[src/hw/rtl/tcbsp_pkg.sv]
// Shared constants and types for the TCB spline point evaluator.
`default_nettype none

package tcbsp_pkg;

  localparam int COORD_WIDTH = 16;
  localparam int PARAM_WIDTH = 16;
  localparam int SHAPE_WIDTH = 16;
  localparam int SHAPE_FRAC  = SHAPE_WIDTH - 2;

  // APB register map
  localparam int NUM_REGS    = 3;
  localparam int IDX_W       = $clog2(NUM_REGS);
  localparam int ADDR_W      = IDX_W + 2;
  localparam int DATA_W      = 32;

  // datapath widths
  localparam int FACT_W      = SHAPE_WIDTH + 1;          // 1 +/- shape value
  localparam int WT_W        = SHAPE_WIDTH + 4;          // tangent weight
  localparam int DIFF_W      = COORD_WIDTH + 1;          // control point difference
  localparam int TP_W        = WT_W + DIFF_W;            // weight * difference
  localparam int TSUM_W      = TP_W + 1;
  localparam int TAN_W       = TSUM_W - SHAPE_FRAC;      // rounded tangent
  localparam int H_W         = PARAM_WIDTH + 2;          // Hermite basis value
  localparam int HP_W        = H_W + COORD_WIDTH;        // basis * point
  localparam int HT_W        = H_W + TAN_W;              // basis * tangent
  localparam int ACC_W       = HT_W + 2;
  localparam int RES_W       = ACC_W - PARAM_WIDTH;

  typedef enum logic [IDX_W-1:0] {
    REG_TENSION    = 2'd0,
    REG_CONTINUITY = 2'd1,
    REG_BIAS       = 2'd2
  } reg_idx_t;

  typedef struct packed {
    logic signed [WT_W-1:0] w0;  // (1-t)(1+b)(1-c)/2, start tangent, incoming diff
    logic signed [WT_W-1:0] w1;  // (1-t)(1-b)(1+c)/2, start tangent, segment diff
    logic signed [WT_W-1:0] w2;  // (1-t)(1+b)(1+c)/2, end tangent, segment diff
    logic signed [WT_W-1:0] w3;  // (1-t)(1-b)(1-c)/2, end tangent, outgoing diff
  } weights_t;

  typedef struct packed {
    logic signed [H_W-1:0] h00;
    logic signed [H_W-1:0] h01;
    logic signed [H_W-1:0] h10;
    logic signed [H_W-1:0] h11;
  } basis_t;

  typedef struct packed {
    logic adv;  // whole pipeline moves one stage
  } pipe_ctl_t;

endpackage

`default_nettype wire

[src/hw/rtl/tcbsp_basis.sv]
// Cubic Hermite basis values from the curve parameter, four register stages.
`default_nettype none

module tcbsp_basis
  import tcbsp_pkg::*;
(
  input  wire logic                   clk,
  input  wire pipe_ctl_t              ctl,
  input  wire logic [PARAM_WIDTH-1:0] u,
  output basis_t                      h
);

  localparam logic signed [H_W-1:0] H_ONE = H_W'(1) << PARAM_WIDTH;

  logic [2*PARAM_WIDTH-1:0] uu_r, u3p_r;
  logic [PARAM_WIDTH-1:0]   u_s2_r, u_s3_r, u2_r;
  logic signed [H_W-1:0]    ue, u2e, u3e;
  basis_t                   h_nxt, h_s4_r, h_s5_r;

  always_ff @(posedge clk) begin
    if (ctl.adv) begin
      uu_r   <= u * u;
      u_s2_r <= u;
      u2_r   <= uu_r[2*PARAM_WIDTH-1:PARAM_WIDTH];
      u3p_r  <= uu_r[2*PARAM_WIDTH-1:PARAM_WIDTH] * u_s2_r;
      u_s3_r <= u_s2_r;
      h_s4_r <= h_nxt;
      h_s5_r <= h_s4_r;
    end
  end

  // intermediate terms may wrap; every final value fits H_W
  always_comb begin
    ue  = signed'(H_W'(u_s3_r));
    u2e = signed'(H_W'(u2_r));
    u3e = signed'(H_W'(u3p_r[2*PARAM_WIDTH-1:PARAM_WIDTH]));
    h_nxt.h00 = (u3e <<< 1) - (u2e + (u2e <<< 1)) + H_ONE;
    h_nxt.h01 = (u2e + (u2e <<< 1)) - (u3e <<< 1);
    h_nxt.h10 = u3e - (u2e <<< 1) + ue;
    h_nxt.h11 = u3e - u2e;
  end

  assign h = h_s5_r;

endmodule

`default_nettype wire

[config.mk]
export PLATFORM = sky130hd
export DESIGN_NAME = tcbsp_basis
export DESIGN_NICKNAME = d
export VERILOG_FILES = /design/src/hw/rtl/tcbsp_pkg.sv /design/src/hw/rtl/tcbsp_basis.sv
export SDC_FILE = /design/constraint.sdc
export NUM_CORES = 1
export LEC_CHECK = 0
export ABC_CLOCK_PERIOD_IN_PS = 19700
export BUFFER_PORTS_ARGS = -buffer_cell sky130_fd_sc_hd__buf_2
export CAP_MARGIN = 10
export CELL_PAD_IN_SITES_DETAIL_PLACEMENT = 1
export CELL_PAD_IN_SITES_GLOBAL_PLACEMENT = 2
export CORE_ASPECT_RATIO = 0.75
export CORE_MARGIN = 5
export CORE_UTILIZATION = 47
export DETAILED_ROUTE_END_ITERATION = 12
export GPL_TIMING_DRIVEN = 0
export PLACE_DENSITY = 0.93
export RECOVER_POWER = 100
export SYNTH_ARGS = -nofsm -noshare
export SYNTH_HDL_FRONTEND = slang
export SYNTH_SLANG_ARGS = --single-unit
[constraint.sdc]
create_clock -name clk -period 19.7 [get_ports clk]
set_clock_uncertainty 0.2 [all_clocks]
set_input_delay 2.955 -clock clk [delete_from_list [all_inputs] [get_ports clk]]
set_output_delay 2.955 -clock clk [all_outputs]
set_load 0.005 [all_outputs]
== Yosys cells after proc, flatten, opt, wreduce, memory -nomap -nowiden ==
Index checks and enable logic that the tools add are counted.
W data, S select, Z words.

* Bits in registers: 256
* Input bits: 18
* Output and inout bits: 72
* Logic and storage cells: 22

* Add/sub/neg operators: 7
* Multiply operators: 2

{| class="wikitable"
|+ Operators with widths
! kind !! count
|-
| $mul A16 B16 Y32 || 2
|-
| $sub A18 B18 Y18 || 2
|-
| $add A16 B17 Y18 || 1
|-
| $add A18 B17 Y18 || 1
|-
| $add A18 B18 Y18 const B || 1
|-
| $sub A16 B17 Y18 || 1
|-
| $sub A16 B16 Y17 || 1
|}

== Longest topological paths before layout ==
Gate-level depths: netlist of run 1.

* Depth after elaboration: 3
* Gate-level depth with buffers: 24
* Mapped depth without buffers: 23

== Least setup slack after synthesis of run 1 ==
No wires, ideal clock.

* Path type: input-to-reg
* Start: input port u[14]
* End: register uu_r[31], data pin
* Setup time: 0.260 ns
* Arrival time: 8.347 ns
* Required time: 19.240 ns
* Setup slack: 10.893 ns
* Cell stages on the path: 21
* Buffers on the path: 2
* Path through: clkbuf_1 -> clkbuf_1 -> nand2_1 -> fa_1 -> fa_1 -> inv_1 -> fa_1 -> fa_1 -> fa_1 -> inv_1 -> fa_1 -> inv_1 -> ha_1 -> a21oi_1 -> nand2_1 -> a221oi_1 -> o211ai_4 -> a311oi_4 -> o21bai_1 -> a21oi_2 -> xnor2_1

* Word-level cells in the longest chain between the ends: 1

{| class="wikitable"
|+ RTL lines
! element !! line !! source
|-
| start, declared || tcbsp_basis.sv:9 || <nowiki>input wire logic [PARAM_WIDTH-1:0] u,</nowiki>
|-
| $mul A16 B16 Y32 || tcbsp_basis.sv:22 || <nowiki>uu_r <= u * u;</nowiki>
|-
| end signal, assigned || tcbsp_basis.sv:22 ||
|-
| end, declared || tcbsp_basis.sv:15 || <nowiki>logic [2*PARAM_WIDTH-1:0] uu_r, u3p_r;</nowiki>
|}

No other way between the ends.
A chain may end at the register's enable or synchronous reset.

== Final worst setup path of run 1 ==
* Start: input port ctl
* End: register u_s2_r[1], enable pin

{| class="wikitable"
|+ RTL lines
! element !! line !! source
|-
| start, declared || tcbsp_basis.sv:8 || <nowiki>input wire pipe_ctl_t ctl,</nowiki>
|-
| end signal, assigned || tcbsp_basis.sv:23 || <nowiki>u_s2_r <= u;</nowiki>
|-
| end, declared || tcbsp_basis.sv:16 || <nowiki>logic [PARAM_WIDTH-1:0] u_s2_r, u_s3_r, u2_r;</nowiki>
|}

No word-level cell between the ends.

==> results of run 1 <==
==> registers in the layout (all words and copies together), names as in the netlist <==
signal and cells:
h 70, h_s4_r 70, u2_r 16, u3p_r 16, u_s2_r 15, u_s3_r 16
uu_r 17
==> through the flow <==
| stage | utilization (%) | hold WS, ns | instances | instance area [sq um] | worst slack, ns |
|---|---|---|---|---|---|
| 5_1_grt | 51.0 | 0.225 | 3307 | 27600 | 7.41 |
| 6_report | 51.0 | 0.219 | 3309 | 27600 | 8.09 |
| 4_1_cts | 51.3 | 0.220 | 3307 | 27900 | 10.27 |
| 2_1_floorplan | - | 0.200 | 2455 | 25700 | 10.89 |
| 3_5_place_dp | 49.8 | 0.205 | 3267 | 27000 | 9.72 |
| 3_3_place_gp | 49.8 | 0.200 | 3266 | 27000 | 9.88 |
==> how the worst min path moves through the flow <==
stage,to,cells after the start
floorplan,h[0]$_DFFE_PP_,0
finish,h[20]$_DFFE_PP_,0
global placement,h[63]$_DFFE_PP_,0
global route,h[34]$_DFFE_PP_,0
detailed placement,h[35]$_DFFE_PP_,0
CTS,h[35]$_DFFE_PP_,0
==> synthesized netlist by cell type, types with 3 or more instances <==
cell type	number	area share, %
clkbuf_1	51	0.75
nand2b_1	8	0.20
o21ai_1	4	0.078
and2_1	160	3.9
nand3_1	19	0.37
o41ai_2	5	0.32
or3_1	4	0.098
a21oi_1	70	1.4
a221oi_1	3	0.10
o21bai_1	14	0.41
nand4_1	12	0.29
xnor2_1	81	2.8
a211oi_1	9	0.26
fa_1	373	29
o21ai_0	39	0.76
ha_1	297	14
a211o_1	4	0.14
inv_1	584	8.5
o21a_1	11	0.32
a41o_1	3	0.12
nor2_1	64	0.94
a31oi_1	9	0.22
nor2b_1	12	0.29
and3_1	10	0.24
nand2_1	251	3.7
a2111oi_0	3	0.10
a21o_1	23	0.67
o31ai_1	4	0.12
xor2_1	32	1.1
o211ai_1	9	0.26
edfxtp_1	220	26
nor3_1	20	0.39
or2_2	5	0.12
==> worst register-to-register path: stages, from the launching register on <==
cell       delay, ns
edfxtp_1        0.67
clkbuf_1        0.57
nand2_1         0.18
fa_1            0.49
fa_1            0.55
inv_1           0.07
fa_1            0.57
fa_1            0.45
fa_1            0.50
inv_1           0.05
fa_1            0.47
inv_1           0.04
ha_1            0.32
a2111oi_0       0.49
nand4_1         0.36
a31oi_1         0.62
o211ai_1        0.25
a21oi_1         0.22
xnor2_1         0.08
==> metal layers <==
layer,share of wire [%],up-vias
li1,-,7941
met1,43,8892
met2,49,412
met3,5.3,115
met4,2.6,2
met5,0.030,-
==> layout make-up <==
class,instances,area (sq um),share of cell area [%]
clock inverters,11,195,0.706
repair buffers,90,374,1.35
flip-flops and latches,220,6610,23.9
clock buffers,29,619,2.24
multi-input cells,1598,16500,59.8
diodes,2,5.00,0.0181
plain buffers,53,206,0.747
well taps,722,903,3.27
inverters,584,2190,7.93
==> cells by family (layout without fill, tap and decap cells) <==
kind of cell | after synthesis | count (layout)
buffers and inverters | 637 | 767
adders and majority gates | 670 | 670
and+or+nand+nor | 577 | 577
DFF | 220 | 220
xor gates and xnor gates | 113 | 113
other | 0 | 2
muxes | 1 | 1
AOI/OAI and AO/OA | 237 | 237
==> results.json, run 1 <==
{
  "fin_crit_sh_pct": 58.9,
  "ys_ff_latch": 220,
  "synth_area_sq_um": 25700,
  "ys_warn_count": 0,
  "cp.depth": 2,
  "drive_above_1_share_pct": 3.17,
  "wl_per_cell_um": 20.3,
  "areaGrowthSynthToFinish_pct": 7.76,
  "ios": 90,
  "violations": "max-capacitance violations, max-slew violations",
  "maxSlewHeadroom_pct": -330,
  "grt_antenna_before_repair": 3,
  "synth-compound-area-share_pct": 6.48,
  "cp_max_fo": 120,
  "die_area_sq_um": 59400,
  "cpPeakStageDelay_ns": 4.73,
  "grt-busiest-layer": "met2",
  "crit_chain": "clkbuf_1 -> clkbuf_1",
  "r2r.worst_path.cells": 18,
  "hold_path_startpoint": "h_s4_r[20]$_DFFE_PP_",
  "hold_violations": 0,
  "synth_mux_area_share_pct": 0.0439,
  "clockBufferDepth": 3,
  "use_met3_pct": 3.28,
  "dr.pass1.iters": 7,
  "cts_resized": 0,
  "worst_path_dominant_cell_family": "buffers and inverters",
  "arrival_ns": 11.39,
  "drc": 0,
  "synth_xor_area_share_pct": 3.86,
  "syn_inst": 2455,
  "grt_pass1_vias": 20050,
  "cts_tree": "yes",
  "dieHeight_um": 212,
  "cts_root_buf": "clkbuf_16",
  "use_met2_pct": 40.7,
  "layout_commonest_cell": "inv_1",
  "start_util_pct": 47.3,
  "gp_congestion": 0.913,
  "ant_nets": 0,
  "synth_nets": 3143,
  "drv_slew": 226,
  "required_ns": 19.48,
  "overflow": 0,
  "setup.worst_path.start": "ctl",
  "finalNetCount": 3259,
  "fin_crit_ns": 11.61,
  "port_buffers": 89,
  "fmax_mhz": 86.2,
  "h-tree-depth": 1,
  "synthSimpleGateAreaFrac_pct": 10.9,
  "slowest_stage": "clkbuf_1",
  "fin_setup_tns_ns": 0,
  "hold_class": "flop to flop",
  "r2r-start": "uu_r[26]$_DFFE_PP_",
  "rsz0062_at_grt": "no",
  "clk_pin_slew_ns": 0.06,
  "maxCapViolCount": 3,
  "post-cts-setup-buffers": 0,
  "drtIter0Drc": 937,
  "critPathKind": "input pin to flop",
  "worst_slew_pin_slew_ns": 6.45,
  "die_x_um": 280,
  "endpoint": "u_s2_r[1]$_DFFE_PP_",
  "grt_pass1_wl_um": 108000,
  "vias": 17362,
  "ys_seq_area_share_pct": 25.7,
  "core_area_sq_um": 54300,
  "setup_viol": 0,
  "final_cell_mix": "inv_1 (584), fa_1 (373), ha_1 (297)",
  "rrSetupSlack_ns": 12.29,
  "vias_per_cell": 5.25,
  "std_cell_rows": 74,
  "fillers": 6068,
  "grt_max_degree": 121,
  "cp-end-kind": "flop",
  "numCtsBuffers": 24,
  "reg2reg_to": "u3p_r[31]$_DFFE_PP_",
  "synth_top_family_by_area": "adder cells",
  "met1_usage_pct": 30.4,
  "start_kind": "input pin",
  "dp_hpwl_um": 54500,
  "cp_common_cell": "clkbuf_1",
  "yosys_most_used_dff": "edfxtp_1",
  "yosysUniqueCellTypes": 66,
  "synth_edf_count": 220,
  "async_reset_ff_share_pct": 0,
  "clk-insertion-delay-late_ns": 0.55,
  "status": "finished with violations",
  "grt_use_total_pct": 23.0,
  "postCtsHoldBufs": 0,
  "path_buf_inv": 2,
  "synth_fa_ha_area_share_pct": 43.6,
  "cts_sinks": 220,
  "routed_wl_um": 67200,
  "syn_avg_cell_area_sq_um": 10.5
}
Power of run 1 is not shown: default switching activity piles up to over one toggle a cycle in this logic, so the estimate is an artifact.
==> run 2: changes to the inputs <==
- ABC_CLOCK_PERIOD_IN_PS: 19700 -> 10250
- CORE_UTILIZATION: 47 -> 39
- PLACE_DENSITY: 0.93 -> 0.83
- clock period: 19.7 -> 10.25 ns (I/O delays scaled with it)
==> results.json, run 2 (synthesis gave the netlist of run 1 again) <==
{
  "status": "finished with violations",
  "violations": "max-capacitance violations, max-slew violations",
  "overflow": 0,
  "finalHoldWorstSlack_ns": 0.216,
  "fmax_mhz": 119,
  "clk_pin_slew_ns": 0.06,
  "cts_sinks": 220,
  "std_cell_rows": 81,
  "highest_layer": "met4",
  "cts_resized": 0,
  "reg2reg_to": "u3p_r[31]$_DFFE_PP_",
  "route.met3.wl_um": 3210,
  "cp-end-kind": "flop",
  "die_area_sq_um": 71100,
  "clockBufferDepth": 3,
  "postCtsHoldBufs": 0,
  "grt_antenna_before_repair": 4,
  "start_util_pct": 39.4,
  "cp_common_cell": "fa_1",
  "areaGrowthSynthToFinish_pct": 8.34,
  "grt_use_total_pct": 18.7,
  "multi_input_area_sq_um": 16600,
  "dp_hpwl_um": 53500,
  "layout_commonest_cell": "inv_1",
  "clk-insertion-delay-late_ns": 0.54,
  "hold_path_startpoint": "h_s4_r[0]$_DFFE_PP_",
  "die_x_um": 306,
  "start_kind": "input pin",
  "core_area_sq_um": 65200,
  "worst_path_dominant_cell_family": "adder cells",
  "rsz0062_at_grt": "no",
  "rrSetupSlack_ns": 2.78,
  "fin_crit_ns": 8.43,
  "placedCellCount": 3416,
  "gp_congestion": 0.877,
  "drv_slew": 226,
  "ios": 90,
  "critPathKind": "input pin to flop",
  "drtIter0Drc": 686,
  "post-cts-setup-buffers": 0,
  "port_buffers": 89,
  "finalNetCount": 3259,
  "r2r-start": "u_s2_r[2]$_DFFE_PP_",
  "cp.depth": 21,
  "h-tree-depth": 1,
  "crit_chain": "clkbuf_1 -> clkbuf_1 -> nand2_1 -> fa_1 -> inv_1 -> fa_1 -> fa_1 -> fa_1 -> fa_1 -> inv_1 -> fa_1 -> inv_1 -> ha_1 -> a21oi_1 -> nand2_1 -> a221oi_1 -> o211ai_1 -> a31oi_1 -> o21ai_0 -> a21oi_1 -> xnor2_1",
  "path_buf_inv": 5,
  "arrival_ns": 8.52,
  "antenna_cells": 0,
  "regArea_sq_um": 6610,
  "drive_above_1_share_pct": 3.67,
  "cp_max_fo": 10,
  "maxSlewHeadroom_pct": -259,
  "required_ns": 10.33,
  "fillers": 7336,
  "dieHeight_um": 232,
  "vias_per_cell": 4.95,
  "cts_tree": "yes",
  "cpPeakStageDelay_ns": 0.58,
  "fin_crit_sh_pct": 82.3,
  "setup_viol": 0,
  "holdPathEnd": "h[0]$_DFFE_PP_",
  "drc": 0,
  "final_cell_mix": "inv_1 (584), fa_1 (373), ha_1 (297)",
  "ant_nets": 0,
  "numCtsBuffers": 24,
  "r2r.worst_path.cells": 18,
  "cts_root_buf": "clkbuf_16",
  "grt_pass1_wl_um": 106000,
  "dr.pass1.iters": 7,
  "routed_wl_um": 65100,
  "grt_pass1_vias": 19138,
  "vias": 17098,
  "stdcell_count": 3457,
  "wl_met1_um": 30300,
  "worst_slew_pin_slew_ns": 5.39,
  "maxCapViolCount": 3,
  "fin_setup_tns_ns": 0,
  "hold_violations": 0,
  "hold-path-cell-count": 0,
  "wl_per_cell_um": 18.8,
  "route.met2.wl_um": 29900,
  "hold_class": "flop to flop",
  "slowest_stage": "fa_1",
  "grt_max_degree": 116
}
## run 2: cell types whose count changed in the layout (fill, tap and decap cells not counted), sizes merged
cell,change
buf,+7
bufinv,-3
clkbuf,-9
clkinv,+8
clkinvlp,-1
diode,-2
inv,-1
## run 2: cell type report
cell class              instances  share of cell area (%)
plain buffers                  53                   0.743
clock inverters                14                   0.486
well taps                     871                    3.92
repair buffers                 90                    1.39
multi-input cells            1598                    59.6
clock buffers                  27                    2.20
inverters                     584                    7.89
flip-flops and latches        220                    23.8
## run 2: worst max path at each step
stage	from	end
after floorplan	u[14]	uu_r[31]$_DFFE_PP_
after global placement	u[14]	uu_r[27]$_DFFE_PP_
after detailed placement	u[14]	uu_r[27]$_DFFE_PP_
after CTS	u[14]	uu_r[27]$_DFFE_PP_
after global routing	u[14]	uu_r[27]$_DFFE_PP_
final	u[6]	uu_r[27]$_DFFE_PP_
## run 2: worst reg2reg max path: cells and delay by family, from the launching register on
family                     cells  cell delay [ns]
adders and majority gates      7             3.40
AOI/OAI and AO/OA              4             1.58
buffers and inverters          4             0.74
DFF                            1             0.67
and+or+nand+nor                2             0.56
xor gates and xnor gates       1             0.08
## run 2: through the flow
step	utilization (%)	instance area, sq um	setup WS, ns
after floorplan	-	25700	2.86
final	42.7	27800	1.82
after detailed placement	41.8	27200	1.55
after global placement	41.7	27200	1.64
after CTS	42.9	28000	2.13
after global routing	42.7	27800	1.40
## run 2: layer usage
layer  GRT usage (%)  up-vias
li1                -     7934
met1            26.3     8693
met4            4.34        0
met2            31.0      383
met5               0        -
met3            2.43       88
Power of run 2 is left out for the same reason.
